**src/hdl/esm_pkg.sv**
```systemverilog
// Shared types and constants of the encoder speed meter.
package esm_pkg;

  localparam int unsigned SAMPLE_W       = 16;
  localparam int unsigned POS_W          = 32;
  localparam int unsigned SCALE_W        = 10;
  localparam int unsigned RAW_W          = 24;
  localparam int unsigned SUM_W          = 32;
  localparam int unsigned MAG_W          = SUM_W - 1;
  localparam int unsigned FILT_W         = 32;
  localparam int unsigned FRAC_BITS      = 8;
  localparam int unsigned PROD_W         = POS_W + SCALE_W + 1;
  localparam int unsigned WINDOW_DEFAULT = 100;

  localparam logic [SCALE_W-1:0]  SCALE_RESET = 10'd15;
  localparam logic [SAMPLE_W-1:0] HALF_RANGE  = 16'h7FFF;
  localparam int                  RAW_MAX     = 8388607;
  localparam int                  RAW_MIN     = -8388608;

  typedef struct packed {
    logic [SAMPLE_W-1:0] counter_sample;
    logic                measure;
  } sample_item_t;

  typedef struct packed {
    logic signed [POS_W-1:0]  position;
    logic                     speed_valid;
    logic signed [RAW_W-1:0]  raw_speed;
    logic signed [FILT_W-1:0] filtered_speed;
  } result_item_t;

  // Position stage: extended position and change since the last measure.
  typedef struct packed {
    logic signed [POS_W-1:0] position;
    logic                    measure;
    logic signed [POS_W-1:0] delta;
  } trk_item_t;

  // Speed stage: saturated raw speed.
  typedef struct packed {
    logic signed [POS_W-1:0] position;
    logic                    measure;
    logic signed [RAW_W-1:0] raw;
  } spd_item_t;

  // Window stage: running sum after this item.
  typedef struct packed {
    logic signed [POS_W-1:0] position;
    logic                    measure;
    logic signed [RAW_W-1:0] raw;
    logic                    filling;
    logic signed [SUM_W-1:0] sum;
  } win_item_t;

  // Averaging stage: magnitude of the sum and its estimated quotient.
  typedef struct packed {
    logic signed [POS_W-1:0] position;
    logic                    measure;
    logic signed [RAW_W-1:0] raw;
    logic                    filling;
    logic                    neg;
    logic [MAG_W-1:0]        mag;
    logic [MAG_W-1:0]        quot;
  } avg_item_t;

endpackage

```
**src/hdl/esm_track.sv**
```systemverilog
// Position extension, measurement delta and scaled, saturated raw speed.
module esm_track (
  input  logic                              clk,
  input  logic                              rst,
  input  logic                              ld_trk,
  input  esm_pkg::sample_item_t             sample,
  input  logic                              ld_spd,
  input  logic [esm_pkg::SCALE_W-1:0]       scale,
  output esm_pkg::spd_item_t                spd_item
);

  logic [esm_pkg::SAMPLE_W-1:0]     prev_sample;
  logic [esm_pkg::SAMPLE_W-1:0]     wrap_count;
  logic [esm_pkg::SAMPLE_W-1:0]     wrap_count_next;
  logic [esm_pkg::POS_W-1:0]        last_pos;
  logic [esm_pkg::SAMPLE_W-1:0]     up_gap;
  logic [esm_pkg::SAMPLE_W-1:0]     down_gap;
  logic [esm_pkg::POS_W-1:0]        pos_next;
  esm_pkg::trk_item_t               trk_item;
  logic signed [esm_pkg::PROD_W-1:0] prod;
  logic signed [esm_pkg::RAW_W-1:0]  raw_sat;

  always_comb begin
    up_gap   = sample.counter_sample - prev_sample;
    down_gap = prev_sample - sample.counter_sample;
    if (sample.counter_sample > prev_sample && up_gap > esm_pkg::HALF_RANGE) begin
      wrap_count_next = wrap_count - 1'b1;
    end else if (prev_sample > sample.counter_sample && down_gap > esm_pkg::HALF_RANGE) begin
      wrap_count_next = wrap_count + 1'b1;
    end else begin
      wrap_count_next = wrap_count;
    end
    pos_next = {wrap_count_next, sample.counter_sample};
  end

  always_ff @(posedge clk) begin
    if (rst) begin
      prev_sample <= '0;
      wrap_count  <= '0;
      last_pos    <= '0;
    end else if (ld_trk) begin
      prev_sample <= sample.counter_sample;
      wrap_count  <= wrap_count_next;
      if (sample.measure) begin
        last_pos <= pos_next;
      end
    end
  end

  always_ff @(posedge clk) begin
    if (ld_trk) begin
      trk_item.position <= pos_next;
      trk_item.measure  <= sample.measure;
      trk_item.delta    <= pos_next - last_pos;
    end
  end

  // Scale the delta and clamp to the raw speed range.
  always_comb begin
    prod = trk_item.delta * $signed({1'b0, scale});
    if (prod > $signed(esm_pkg::PROD_W'(esm_pkg::RAW_MAX))) begin
      raw_sat = esm_pkg::RAW_W'(esm_pkg::RAW_MAX);
    end else if (prod < $signed(esm_pkg::PROD_W'(esm_pkg::RAW_MIN))) begin
      raw_sat = esm_pkg::RAW_W'(esm_pkg::RAW_MIN);
    end else begin
      raw_sat = prod[esm_pkg::RAW_W-1:0];
    end
  end

  always_ff @(posedge clk) begin
    if (ld_spd) begin
      spd_item.position <= trk_item.position;
      spd_item.measure  <= trk_item.measure;
      spd_item.raw      <= raw_sat;
    end
  end

endmodule

```
**config.mk**
```make
export PLATFORM = sky130hd
export DESIGN_NAME = esm_track
export DESIGN_NICKNAME = d
export VERILOG_FILES = /design/src/hdl/esm_pkg.sv /design/src/hdl/esm_track.sv
export SDC_FILE = /design/constraint.sdc
export NUM_CORES = 1
export LEC_CHECK = 0
export BUFFER_PORTS_ARGS = -buffer_cell sky130_fd_sc_hd__buf_2
export CORE_MARGIN = 2
export CORE_UTILIZATION = 50
export CTS_BUF_LIST = sky130_fd_sc_hd__clkbuf_4 sky130_fd_sc_hd__clkbuf_8
export DETAILED_ROUTE_END_ITERATION = 10
export PLACE_DENSITY = 0.69
export SLEW_MARGIN = 20
export SYNTH_ARGS = -nofsm -noshare
export SYNTH_HDL_FRONTEND = slang
export SYNTH_SLANG_ARGS = --single-unit
```
**constraint.sdc**
```tcl
create_clock -name clk -period 7 [get_ports clk]
set_input_delay 0 -clock clk [delete_from_list [all_inputs] [get_ports clk]]
set_output_delay 0 -clock clk [all_outputs]
set_load 0.005 [all_outputs]
```
Word level (Yosys, flattened, before mapping)
Cells that the tools add are included.
- register bits after elaboration: 186
- reduce and logical (&&, ||, !) cells: 3
- mux-type cells: 3
- magnitude comparators: 6
- add/subtract/negate cells: 5
- $mul: 1
- operators with widths (operator ; number):
    $gt A43 B24 Y1 const B ; 1
    $lt A43 B24 Y1 const B ; 1
    $mul A32 B11 Y43 ; 1
    $gt A16 B15 Y1 const B ; 2
    $gt A16 B16 Y1 ; 2
    $mux W16 ; 2
    $sub A16 B16 Y16 ; 2
    $sub A32 B32 Y32 ; 1
    $mux W24 ; 1
    $add A16 B1 Y16 const B ; 1
    $sub A16 B1 Y16 const B ; 1
    $logic_and A1 B1 Y1 ; 2
    $reduce_and A2 Y1 ; 1

Logic depth before layout (Yosys ltp)
- depth after elaboration: 6
- mapped depth: 27
- depth with buffers taken out: 24

Worst setup path before layout
No wires, ideal clock.
- path kind: reg-to-reg
- from: register trk_item[4] (netlist name)
- to: register spd_item[13] (netlist name) (data pin)
- cell stages (with the launch flop): 24
- data arrival time: 6.434 ns
- path slack: 0.288 ns
- setup time: 0.278 ns
- path through: edfxtp_1 > clkbuf_1 > and2_1 > fa_1 > fa_1 > fa_1 > fa_1 > inv_1 > fa_1 > inv_1 > ha_1 > buf_6 > a21oi_1 > o21ai_1 > or3_1 > o21ai_1 > a31o_2 > a211oi_1 > or4_1 > nor4b_2 > nand4_1 > o41ai_4 > buf_6 > o311ai_2
- word-level cells in the longest chain between the ends: 3
- RTL lines (item ; line ; text):
    start: declaration ; esm_track.sv:19 ; esm_pkg::trk_item_t trk_item;
    $mul A32 B11 Y43 (*) ; esm_track.sv:60 ; prod = trk_item.delta * $signed({1'b0, scale});
    $lt A43 B24 Y1 ; esm_track.sv:63 ; end else if (prod < $signed(esm_pkg::PROD_W'(esm_pkg::RAW_MIN))) begin
    $mux W24 ; esm_track.sv:63 ;
    end: declaration ; esm_track.sv:9 ; output esm_pkg::spd_item_t spd_item
Every way passes the cells marked *; elsewhere a longest branch is shown, timed or not.
A chain may end at the register's enable or synchronous reset.

Final worst setup path
- from: register trk_item[8] (netlist name)
- to: register spd_item[6] (netlist name) (data pin)
The elaborated chain is that of the path after synthesis.

==> results.sh <==
export IMPL_overflow=0
export IMPL_n_antenna_cell=0
export IMPL_hold_class="in2reg"
export IMPL_yosysMostFrequentCell="inv_1"
export IMPL_place_ws_ns=-0.0758
export IMPL_hold_viol_final=0
export IMPL_synth_distinct_cells=85
export IMPL_area_delta_synth_final_pct=13.8
export IMPL_rsz0062_at_grt="true"
export IMPL_insertion_delay_ns=0.55
export IMPL_worstRegToRegCells=25
export IMPL_via_per_inst=5.38
export IMPL_critPathKind="reg2reg"
export IMPL_layout_drive_gt1_share_pct=15.8
export IMPL_yosys_most_used_dff="edfxtp_1"
export IMPL_cp_required_ns=7.28
export IMPL_dpl_cell_area_um2=22300
export IMPL_io_buffers=87
export IMPL_cap_violations=0
export IMPL_grt_max_degree=68
export IMPL_die_h_um=210
export IMPL_rows=75
export IMPL_crit_slowest_cell="fa_1"
export IMPL_ys_seq_elements=186
export IMPL_gp_congestion=0.927
export IMPL_start_util_pct=50.7
export IMPL_hold_depth=1
export IMPL_period_needed_ns=6.92
export IMPL_totalWireLength_um=49200
export IMPL_vias=15932
export IMPL_cts_tree="yes"
export IMPL_maxSlewViolCount=0
export IMPL_cts_buffers=17
export IMPL_max_stage_delay_ns=0.55
export IMPL_crit_fanout=6
export IMPL_fin_skew_ns=0.0233
export IMPL_wl_per_cell_um=16.6
export IMPL_pin_count=88
export IMPL_synth_common_cells="inv_1, fa_1, nand2_1"
export IMPL_postRouteAntennaNets=0
export IMPL_design_area_um2=24300
export IMPL_endpoint_kind="flop"
export IMPL_synthArstFlopShare_pct=0
export IMPL_yosysTopAreaCell="fa_1"
export IMPL_core_um2=42000
export IMPL_grt_use_total_pct=22.4
export IMPL_yosysSeqAreaShare_pct=23.2
export IMPL_antenna_found_initial=0
export IMPL_grt_pass1_wl_um=79700
export IMPL_syn_area_um2=21300
export IMPL_cts_sinks=186
export IMPL_syn_inst=2265
export IMPL_final_nets=2877
export IMPL_worstPathArrival_ns=7.20
export IMPL_status="finished, final reports clean"
export IMPL_fin_crit_sh_pct=98.9
export IMPL_setup_ws_ns=0.0752
export IMPL_synth_top_area_share_pct=25.9
export IMPL_post_dp_hpwl_um=37000
export IMPL_crit_path_start_kind="flop"
export IMPL_ctsLongestPathBuffers=2
export IMPL_tns_ns=0
export IMPL_holdWs_ns=0.0458
export IMPL_grt_pass1_vias=16253
export IMPL_avgSynthCellArea_um2=9.41
export IMPL_fmax_ghz=0.144
export IMPL_yosys_top_cells_area="fa_1, edfxtp_1, ha_1"
export IMPL_clk_pin_slew_ns=0.10
export IMPL_drt_initial_drc_count=891
export IMPL_setup_violations=0
export IMPL_relSlewSlack_pct=31.6
export IMPL_die_x_um=210
export IMPL_die_area_um2=44300
export IMPL_post_route_drc_count=0
export IMPL_drtPass1Iterations=6
export IMPL_htreeDepth=4
export IMPL_worst_slew_pin_slew_ns=1.03
export IMPL_cts_root_buf="clkbuf_8"
export IMPL_syn_nets=2730
export IMPL_yosysWarnings=0
export IMPL_synth_edf_count=122
## through the flow
step,utilization [%],cells
CTS,54.8,2892
global placement,53.0,2823
detailed placement,53.0,2823
floorplan,-,2265
finish,57.7,2964
global route,57.7,2964
## layout by cell type, fill, tap and decap left out, types with 18 or more instances in the layout
| cell | Yosys | layout |
|---|---|---|
| xnor2_1 | 59 | 57 |
| a21oi_1 | 106 | 99 |
| buf_2 | 5 | 86 |
| clkbuf_8 | 0 | 18 |
| nor2b_1 | 19 | 19 |
| ha_1 | 158 | 142 |
| o21ai_0 | 42 | 39 |
| inv_1 | 412 | 404 |
| xor2_1 | 29 | 28 |
| mux2i_1 | 19 | 19 |
| a21o_1 | 51 | 51 |
| edfxtp_1 | 122 | 122 |
| nor3_1 | 20 | 19 |
| nand2b_1 | 24 | 24 |
| nand2_1 | 266 | 250 |
| buf_6 | 5 | 20 |
| and2_1 | 163 | 160 |
| dfxtp_1 | 64 | 64 |
| nor2_1 | 77 | 76 |
| buf_4 | 1 | 104 |
| nand3_1 | 26 | 26 |
| fa_1 | 276 | 264 |
## metal layers
layer,up-vias,routed length [µm],track usage (%),part of all wire [%]
met5,-,0,0,0
met4,0,890,6.51,1.8
met3,68,2030,2.99,4.1
met2,384,24300,38.4,49
met1,7866,22000,29.7,45
li1,7614,-,-,-
## registers in the layout (all words and copies together) (netlist names)
signal and flops:
last_pos 32, prev_sample 16, spd_item 57, trk_item 65
wrap_count 16
## what timing repair did
item	4_1_cts	5_1_grt
setup buffers	18	69
gates cloned	2	4
resized for setup	6	133
hold buffers	17	0
pin swaps	2	110
setup endpoints to repair	23	24
hold endpoints to repair	49	0
## final cells by class
class                           count  area (µm²)
Multi-Input combinational cell   1563       15000
Inverter                          412        1550
Fill cell                        3550       17800
Clock buffer                       21         270
Clock inverter                     11        98.8
Sequential cell                   186        4940
Timing Repair Buffer              232        1700
Tap cell                          539         674
## logic make-up (layout without fill, tap and decap cells)
| family | Yosys count | after routing | synth area share [%] |
|---|---|---|---|
| and+or+nand+nor | 674 | 677 | 15.9 |
| buffers and inverters | 519 | 676 | 9.36 |
| adders and majority gates | 434 | 434 | 35.2 |
| AOI/OAI and AO/OA | 344 | 344 | 11.8 |
| DFF | 186 | 186 | 23.2 |
| xor gates and xnor gates | 88 | 88 | 3.62 |
| muxes | 20 | 20 | 0.945 |
## final timing paths
kind | endpoint | slack [ns] | from
setup / recovery | spd_item[6] | 0.08 | trk_item[8]
hold / removal | trk_item[59] | 0.05 | ld_trk
setup reg to reg | spd_item[6] | 0.08 | trk_item[8]
hold reg to reg | spd_item[41] | 0.42 | trk_item[49]
## critical path, delay by kind of cell, from the launching register on
kind	cells	cell delay, ns
AOI/OAI and AO/OA	6	1.09
adders and majority gates	6	2.80
DFF	1	0.52
buffers and inverters	7	0.87
and+or+nand+nor	6	1.38
Power is not shown: default switching activity piles up to over one toggle a cycle in this logic, so the estimate is an artifact.
