==> config.mk <==
export PLATFORM = sky130hd
export DESIGN_NAME = esm_avg
export DESIGN_NICKNAME = d
export VERILOG_FILES = /design/src/hdl/esm_pkg.sv /design/src/hdl/esm_avg.sv
export SDC_FILE = /design/constraint.sdc
export NUM_CORES = 2
export LEC_CHECK = 0
export BUFFER_PORTS_ARGS = -buffer_cell sky130_fd_sc_hd__buf_4
export CORE_UTILIZATION = 40
export DETAILED_ROUTE_END_ITERATION = 8
export PLACE_DENSITY = 0.66
export SLEW_MARGIN = 15
export SYNTH_ARGS = -nofsm -noshare
export SYNTH_HDL_FRONTEND = slang
export SYNTH_SLANG_ARGS = --single-unit
export TNS_END_PERCENT = 20
==> constraint.sdc <==
create_clock -name clk -period 10.9 [get_ports clk]
set_input_delay 0 -clock clk [delete_from_list [all_inputs] [get_ports clk]]
set_output_delay 0 -clock clk [all_outputs]
set_load 0.03 [all_outputs]
==> src/hdl/esm_pkg.sv <==
// Shared types and constants of the encoder speed meter.
package esm_pkg;

  localparam int unsigned SAMPLE_W       = 16;
  localparam int unsigned POS_W          = 32;
  localparam int unsigned SCALE_W        = 10;
  localparam int unsigned RAW_W          = 24;
  localparam int unsigned SUM_W          = 32;
  localparam int unsigned MAG_W          = SUM_W - 1;
  localparam int unsigned FILT_W         = 32;
  localparam int unsigned FRAC_BITS      = 8;
  localparam int unsigned PROD_W         = POS_W + SCALE_W + 1;
  localparam int unsigned WINDOW_DEFAULT = 100;

  localparam logic [SCALE_W-1:0]  SCALE_RESET = 10'd15;
  localparam logic [SAMPLE_W-1:0] HALF_RANGE  = 16'h7FFF;
  localparam int                  RAW_MAX     = 8388607;
  localparam int                  RAW_MIN     = -8388608;

  typedef struct packed {
    logic [SAMPLE_W-1:0] counter_sample;
    logic                measure;
  } sample_item_t;

  typedef struct packed {
    logic signed [POS_W-1:0]  position;
    logic                     speed_valid;
    logic signed [RAW_W-1:0]  raw_speed;
    logic signed [FILT_W-1:0] filtered_speed;
  } result_item_t;

  // Position stage: extended position and change since the last measure.
  typedef struct packed {
    logic signed [POS_W-1:0] position;
    logic                    measure;
    logic signed [POS_W-1:0] delta;
  } trk_item_t;

  // Speed stage: saturated raw speed.
  typedef struct packed {
    logic signed [POS_W-1:0] position;
    logic                    measure;
    logic signed [RAW_W-1:0] raw;
  } spd_item_t;

  // Window stage: running sum after this item.
  typedef struct packed {
    logic signed [POS_W-1:0] position;
    logic                    measure;
    logic signed [RAW_W-1:0] raw;
    logic                    filling;
    logic signed [SUM_W-1:0] sum;
  } win_item_t;

  // Averaging stage: magnitude of the sum and its estimated quotient.
  typedef struct packed {
    logic signed [POS_W-1:0] position;
    logic                    measure;
    logic signed [RAW_W-1:0] raw;
    logic                    filling;
    logic                    neg;
    logic [MAG_W-1:0]        mag;
    logic [MAG_W-1:0]        quot;
  } avg_item_t;

endpackage

==> src/hdl/esm_avg.sv <==
// Window average: reciprocal multiply, remainder correction and result register.
module esm_avg #(
  parameter int unsigned WINDOW = esm_pkg::WINDOW_DEFAULT
) (
  input  logic                  clk,
  input  logic                  ld_avg,
  input  esm_pkg::win_item_t    win_item,
  input  logic                  ld_res,
  output esm_pkg::result_item_t result
);

  localparam int unsigned MAG_W      = esm_pkg::MAG_W;
  localparam int unsigned RW         = $clog2(WINDOW);
  localparam int unsigned SHIFT      = MAG_W + $clog2(WINDOW);
  localparam logic [63:0] RecipWide  =
    ((64'd1 << SHIFT) + 64'(WINDOW) - 64'd1) / 64'(WINDOW);
  localparam logic [31:0] Recip      = RecipWide[31:0];

  logic [esm_pkg::FRAC_BITS-1:0]    frac_table [WINDOW];
  logic [esm_pkg::SUM_W-1:0]        abs_sum;
  logic [MAG_W+31:0]                q_prod;
  esm_pkg::avg_item_t               avg_item;
  logic [MAG_W-1:0]                 prod_w;
  logic [MAG_W-1:0]                 rem;
  logic [MAG_W-1:0]                 rem_c;
  logic [MAG_W-1:0]                 quot_c;
  logic [esm_pkg::FILT_W-1:0]       mag_q;
  logic signed [esm_pkg::FILT_W-1:0] avg_val;
  logic signed [esm_pkg::FILT_W-1:0] filt;

  // Fraction bits of remainder / window.
  for (genvar i = 0; i < WINDOW; i++) begin : g_frac
    localparam int unsigned Frac = ((2 ** esm_pkg::FRAC_BITS) * i) / WINDOW;
    assign frac_table[i] = Frac[esm_pkg::FRAC_BITS-1:0];
  end

  always_comb begin
    abs_sum = win_item.sum[esm_pkg::SUM_W-1] ? -win_item.sum : win_item.sum;
    q_prod  = abs_sum[MAG_W-1:0] * Recip;
  end

  always_ff @(posedge clk) begin
    if (ld_avg) begin
      avg_item.position <= win_item.position;
      avg_item.measure  <= win_item.measure;
      avg_item.raw      <= win_item.raw;
      avg_item.filling  <= win_item.filling;
      avg_item.neg      <= win_item.sum[esm_pkg::SUM_W-1];
      avg_item.mag      <= abs_sum[MAG_W-1:0];
      avg_item.quot     <= MAG_W'(q_prod >> SHIFT);
    end
  end

  // The quotient reaches 2^23 for a window of full negative speed, so keep
  // its bit 23 and let the negation land on the most negative value.
  always_comb begin
    prod_w = MAG_W'(avg_item.quot * WINDOW);
    rem    = avg_item.mag - prod_w;
    if (rem >= MAG_W'(WINDOW)) begin
      quot_c = avg_item.quot + 1'b1;
      rem_c  = rem - MAG_W'(WINDOW);
    end else begin
      quot_c = avg_item.quot;
      rem_c  = rem;
    end
    mag_q   = {quot_c[esm_pkg::FILT_W-esm_pkg::FRAC_BITS-1:0], frac_table[rem_c[RW-1:0]]};
    avg_val = avg_item.neg ? $signed(-mag_q) : $signed(mag_q);
    if (!avg_item.measure) begin
      filt = '0;
    end else if (avg_item.filling) begin
      filt = {avg_item.raw, {esm_pkg::FRAC_BITS{1'b0}}};
    end else begin
      filt = avg_val;
    end
  end

  always_ff @(posedge clk) begin
    if (ld_res) begin
      result.position       <= avg_item.position;
      result.speed_valid    <= avg_item.measure;
      result.raw_speed      <= avg_item.measure ? avg_item.raw : '0;
      result.filtered_speed <= filt;
    end
  end

endmodule

---- Word level (Yosys, flattened, before mapping) ----
Memories as Yosys holds them, arrays and structs flattened.
Cells that the tools add are included.
cells by class
  add/sub/neg operators ................... 5
  multiply operators ...................... 2
  $lt $le $gt $ge ......................... 2
  mux-type cells .......................... 7
  bitwise logic cells ..................... 2
  reductions and logical operators ........ 1
operators by type and width
  cell                    count
  $mux 32                 2
  $mul 31x31->62 const B  1
  $neg 32->32             1
  $ge 31x7->1 const B     1
  $mux 31                 1
  $neg 31->31             1
  $sub 31x31->31          1
  $mul 25x5->29 const B   1
  $add 24x1->24 const B   1
  $mux 24                 1
  $mux 8                  2
  $ge 8x8->1 const B      1
  $not 7->8               1
  $mux 7                  1
  $sub 7x7->7 const B     1
  $reduce_or 2->1         1
  $not 1->1               1
word-level totals
  register bits ........................... 204
  memory bits (read-only) ................. 1,024
  input port bits ......................... 93
  logic and storage cells ................. 32
  memories ................................ 1
memory list
  name              depth  width  read ports  clocked after Yosys merged registers in  wr ports  RTL line       text
  (name not given)  128    8      1           0                                        0         esm_avg.sv:66  mag_q = {quot_c[esm_pkg::FILT_W-esm_pkg::FRAC_BITS-1:0], frac_table[rem_c[RW-1:0]]};

---- Depth between registers and ports, before layout ----
  word-level depth ........................ 11
  gate-level depth with buffers ........... 46
  gate-level depth less buffers ........... 40

---- Least setup slack after synthesis ----
OpenSTA, ideal clock, no wires.
  path type ............................... input-to-reg
  from .................................... input port win_item[3] in the netlist's numbering
  to ...................................... register avg_item[24] in the netlist's numbering, data pin
  library setup time ...................... 0.260 ns
  arrival ................................. 9.094 ns
  required time ........................... 10.640 ns
  slack ................................... 1.547 ns
  cell stages on the path ................. 36
  path buffers ............................ 0
  cell sequence ........................... or4_1 nor4_1 nand2_1 or3_1 nand2b_1 or3_1 o31a_1 xor2_1 inv_1 fa_1 fa_1 fa_1 inv_1 fa_1 inv_1 fa_1 inv_1 fa_1 fa_1 ha_1 a21o_1 a21oi_1 nor2b_1 o21ai_0 nand2b_1 a21o_1 a31oi_1 a311oi_1 o2111ai_1 a31oi_1 a41oi_1 o211ai_1 a21o_1 a21o_1 a21oi_1 xnor2_1
on the way
  word-level cells in the longest chain between the ends .. 3
ends and longest elaborated chain
  what                         RTL line       text
  start: declaration           esm_avg.sv:7   input esm_pkg::win_item_t win_item,
  $neg 31->31                  esm_avg.sv:38  abs_sum = win_item.sum[esm_pkg::SUM_W-1] ? -win_item.sum : win_item.sum;
  $mux 31                      esm_avg.sv:38
  named net abs_sum (one bit)  esm_avg.sv:20  logic [esm_pkg::SUM_W-1:0] abs_sum;
  $mul 31x31->62               esm_avg.sv:39  q_prod = abs_sum[MAG_W-1:0] * Recip;
  named net q_prod[62]         esm_avg.sv:21  logic [MAG_W+31:0] q_prod;
  end: declaration             esm_avg.sv:22  esm_pkg::avg_item_t avg_item;
The timed path passes the listed nets, and every way through them passes these cells.
A chain may end at the register's enable or synchronous reset.

---- Worst setup path in the final report ----
Ends and elaborated chain as after synthesis.

==> qor.csv <==
metric,value,unit
critPathCaptureType,register,
cts_tree,done,
maxSlewViolCount,0,
slew_headroom,33.3,%
root_buffer,clkbuf_16,
critPathLaunchType,input pin,
crit_slowest_cell,or4_1,
setup_violations,0,
worst_pin_slew,1000,ps
die_h,277,um
clock_sinks,204,
arrival,10570,ps
crit_top_cell,fa_1,
layout.cells.non_filler,4143,
critical_path.reg2reg.endpoint,result[24]$_SDFFCE_PN0P_,
synth_fp_nets,3882,
layout.nets,4154,
fp.dieW,277,um
grt_pass1_wl,135000,um
max_cap_viol_count,0,
status,"finished, final reports clean",
period_minus_slack,10320,ps
worst_hold_path_type,in -> reg,
required,11150,ps
synth-edff-count,204,
finalCritPeriodShare,94.7,%
gp_congestion,1.01,
crit_fanout,4,
ios,182,
fmax,96.9,MHz
antenna_found_initial,0,
vias_per_cell,5.38,
core_area,74600,um^2
r2r-start,avg_item[3]$_DFFE_PP_,
ys_seq_area_share,20.3,%
synthesis.area,30200,um^2
skew,9.73,ps
ys_async_sr_fraction,0,%
insertion_delay,510,ps
drt_wl_total,86000,um
cpPeakStageDelay,590,ps
antenna_left,0,
yosysWarnings,0,
hp-start,win_item[5],
row_count,100,
dieArea,76600,um^2
cts.path.max_buffers,3,
hold_depth,3,
synthCells,2890,
vias,22300,
synth_cell_types,95,
timing_hold_violations_final,0,
antenna_cells,0,
cts.clk_slew.worst_paths,60,ps
cts_made_buffers,21,
rsz0062_at_grt,yes,
grt_max_degree,76,
start_util,40.5,%
area_delta_synth_final,14.0,%
grt_usage,22.7,%
rr_worst_depth,40,
grt_pass1_vias,23000,
crit_type,in -> reg,
dp_hpwl,72200,um
hold_path_end,avg_item[36]$_DFFE_PP_,
placedCellCount,4033,
drcViolationCount,0,
gr-total-overflow,0,
syn_avg_cell_area,10.5,um^2
synth_seq_cells,204,
wl_per_cell,20.8,um
io_buffers,181,
synthFlopType,edfxtp_1,
drive_gt1_share,10.4,%
drtIter0Drc,1635,
htreeDepth,1,
drtPass1Iterations,7,
reg2reg_slack,620,ps
-- registers in the layout, summed over array words and instances (netlist names) --
name	cells
result	89
avg_item	115
-- layout by cell type (no fill, tap or decap), types with 8 or more instances in the layout --
| cell type | netlist | routed |
|---|---|---|
| a211oi_1 | 16 | 16 |
| o21ai_0 | 92 | 91 |
| nand3_1 | 47 | 47 |
| and4_1 | 9 | 9 |
| a21o_1 | 41 | 41 |
| buf_4 | 1 | 247 |
| nor3_1 | 36 | 35 |
| o41ai_1 | 9 | 8 |
| inv_1 | 554 | 554 |
| ha_1 | 503 | 502 |
| xnor2_1 | 86 | 86 |
| dlygate4sd3_1 | 0 | 68 |
| nor2b_1 | 16 | 16 |
| fa_1 | 396 | 396 |
| o31ai_1 | 14 | 14 |
| and2_1 | 42 | 42 |
| nand2b_1 | 24 | 24 |
| nand4_1 | 27 | 27 |
| a21oi_1 | 100 | 100 |
| a22oi_1 | 9 | 9 |
| nor4_1 | 11 | 11 |
| nor2_1 | 107 | 107 |
| o211ai_1 | 24 | 24 |
| a32oi_1 | 8 | 8 |
| a31oi_1 | 15 | 14 |
| or3_1 | 18 | 18 |
| clkbuf_16 | 0 | 21 |
| mux2i_1 | 23 | 22 |
| o21bai_1 | 9 | 9 |
| and3_1 | 20 | 20 |
| or2_2 | 10 | 10 |
| xor2_1 | 50 | 49 |
| a211o_1 | 14 | 14 |
| edfxtp_1 | 204 | 204 |
| nand2_1 | 126 | 126 |
| o21a_1 | 17 | 17 |
-- worst max-delay path, delay by kind of cell --
| kind | cells | cell delay [ps] |
|---|---|---|
| xor gates and xnor gates | 2 | 300 |
| adders and majority gates | 8 | 3930 |
| and+or+nand+nor | 8 | 2390 |
| buffers and inverters | 7 | 1240 |
| AOI/OAI and AO/OA | 12 | 2690 |
-- worst max path at each step --
stage / to / cells past startpoint / startpoint / slack, ps
2_1_floorplan: avg_item[24]$_DFFE_PP_ / 36 / win_item[3] / 1550
3_3_place_gp: avg_item[24]$_DFFE_PP_ / 37 / win_item[3] / 510
3_5_place_dp: avg_item[24]$_DFFE_PP_ / 37 / win_item[3] / 430
4_1_cts: avg_item[24]$_DFFE_PP_ / 37 / win_item[3] / 360
5_1_grt: result[30]$_SDFFCE_PN0P_ / 39 / avg_item[3]$_DFFE_PP_ / -3
6_report: avg_item[24]$_DFFE_PP_ / 37 / win_item[3] / 580
-- through the flow --
stage               setup WS, ps  cell area [um^2]  utilization [%]  hold slack, ps  TNS (ps)
floorplan                   1550             30200                -            98.9         0
global placement             514             33000             44.2             178         0
detailed placement           428             33000             44.2             179         0
CTS                          358             34300             46.0            6.07         0
global route               -3.47             34400             46.2            23.1     -3.47
finish                       579             34400             46.2            40.7         0
-- kinds of logic (layout without fill, tap and decap cells) --
| family | Yosys count | in the layout | synth area share [%] |
|---|---|---|---|
| compound gates | 476 | 476 | 10.9 |
| xor+xnor | 136 | 136 | 3.94 |
| fa+ha+maj | 899 | 899 | 47.1 |
| buf+inv | 623 | 906 | 7.86 |
| flops | 204 | 204 | 20.3 |
| mux | 32 | 32 | 1.14 |
| simple gates | 520 | 521 | 8.80 |
-- cell type report --
type                            instances  area, um^2
Fill cell                            6927       40100
Multi-Input combinational cell       2064       21800
Sequential cell                       204        6130
Timing Repair Buffer                  316        2550
Inverter                              555        2080
Tap cell                              969        1210
Clock buffer                           23         533
Clock inverter                         12         118
-- routing by layer --
layer	part of all wire, %	GRT usage (%)
met1	43	30.7
met2	45	36.6
met3	7.6	4.43
met4	3.6	7.61
met5	0.0058	0
-- what timing repair did --
item                       in CTS  in global routing
gates resized for setup         0                 13
setup endpoints to repair       0                 26
setup buffers                   0                  6
hold buffers                   68                  0
hold endpoints to repair       81                  0
-- cells in the mapped netlist, drive strengths merged (8+ instances only) --
library cell / instances / share of area (%)
a22oi: 9 / 0.22
a31o: 8 / 0.23
inv: 554 / 6.9
o21ai: 97 / 1.6
mux2i: 24 / 0.81
o21bai: 9 / 0.22
nor2: 107 / 1.3
or4: 8 / 0.22
nand4: 28 / 0.60
clkbuf: 54 / 0.67
a32oi: 8 / 0.23
nor4: 13 / 0.34
and4: 9 / 0.26
a211o: 14 / 0.41
o41ai: 9 / 0.26
buf: 14 / 0.30
nor3: 36 / 0.60
o21a: 17 / 0.42
xnor2: 86 / 2.5
nand3: 47 / 0.78
o31ai: 14 / 0.35
a21o: 42 / 1.0
nor2b: 16 / 0.33
or3: 18 / 0.37
or2: 12 / 0.25
xor2: 50 / 1.4
and2: 43 / 0.89
nand2b: 24 / 0.50
a211oi: 17 / 0.44
a31oi: 15 / 0.31
fa: 396 / 26
a21oi: 100 / 1.7
ha: 503 / 21
o211ai: 24 / 0.60
and3: 20 / 0.41
edfxtp: 204 / 20
nand2: 126 / 1.6
Power is not shown: default switching activity piles up to over one toggle a cycle in this logic, so the estimate is an artifact.
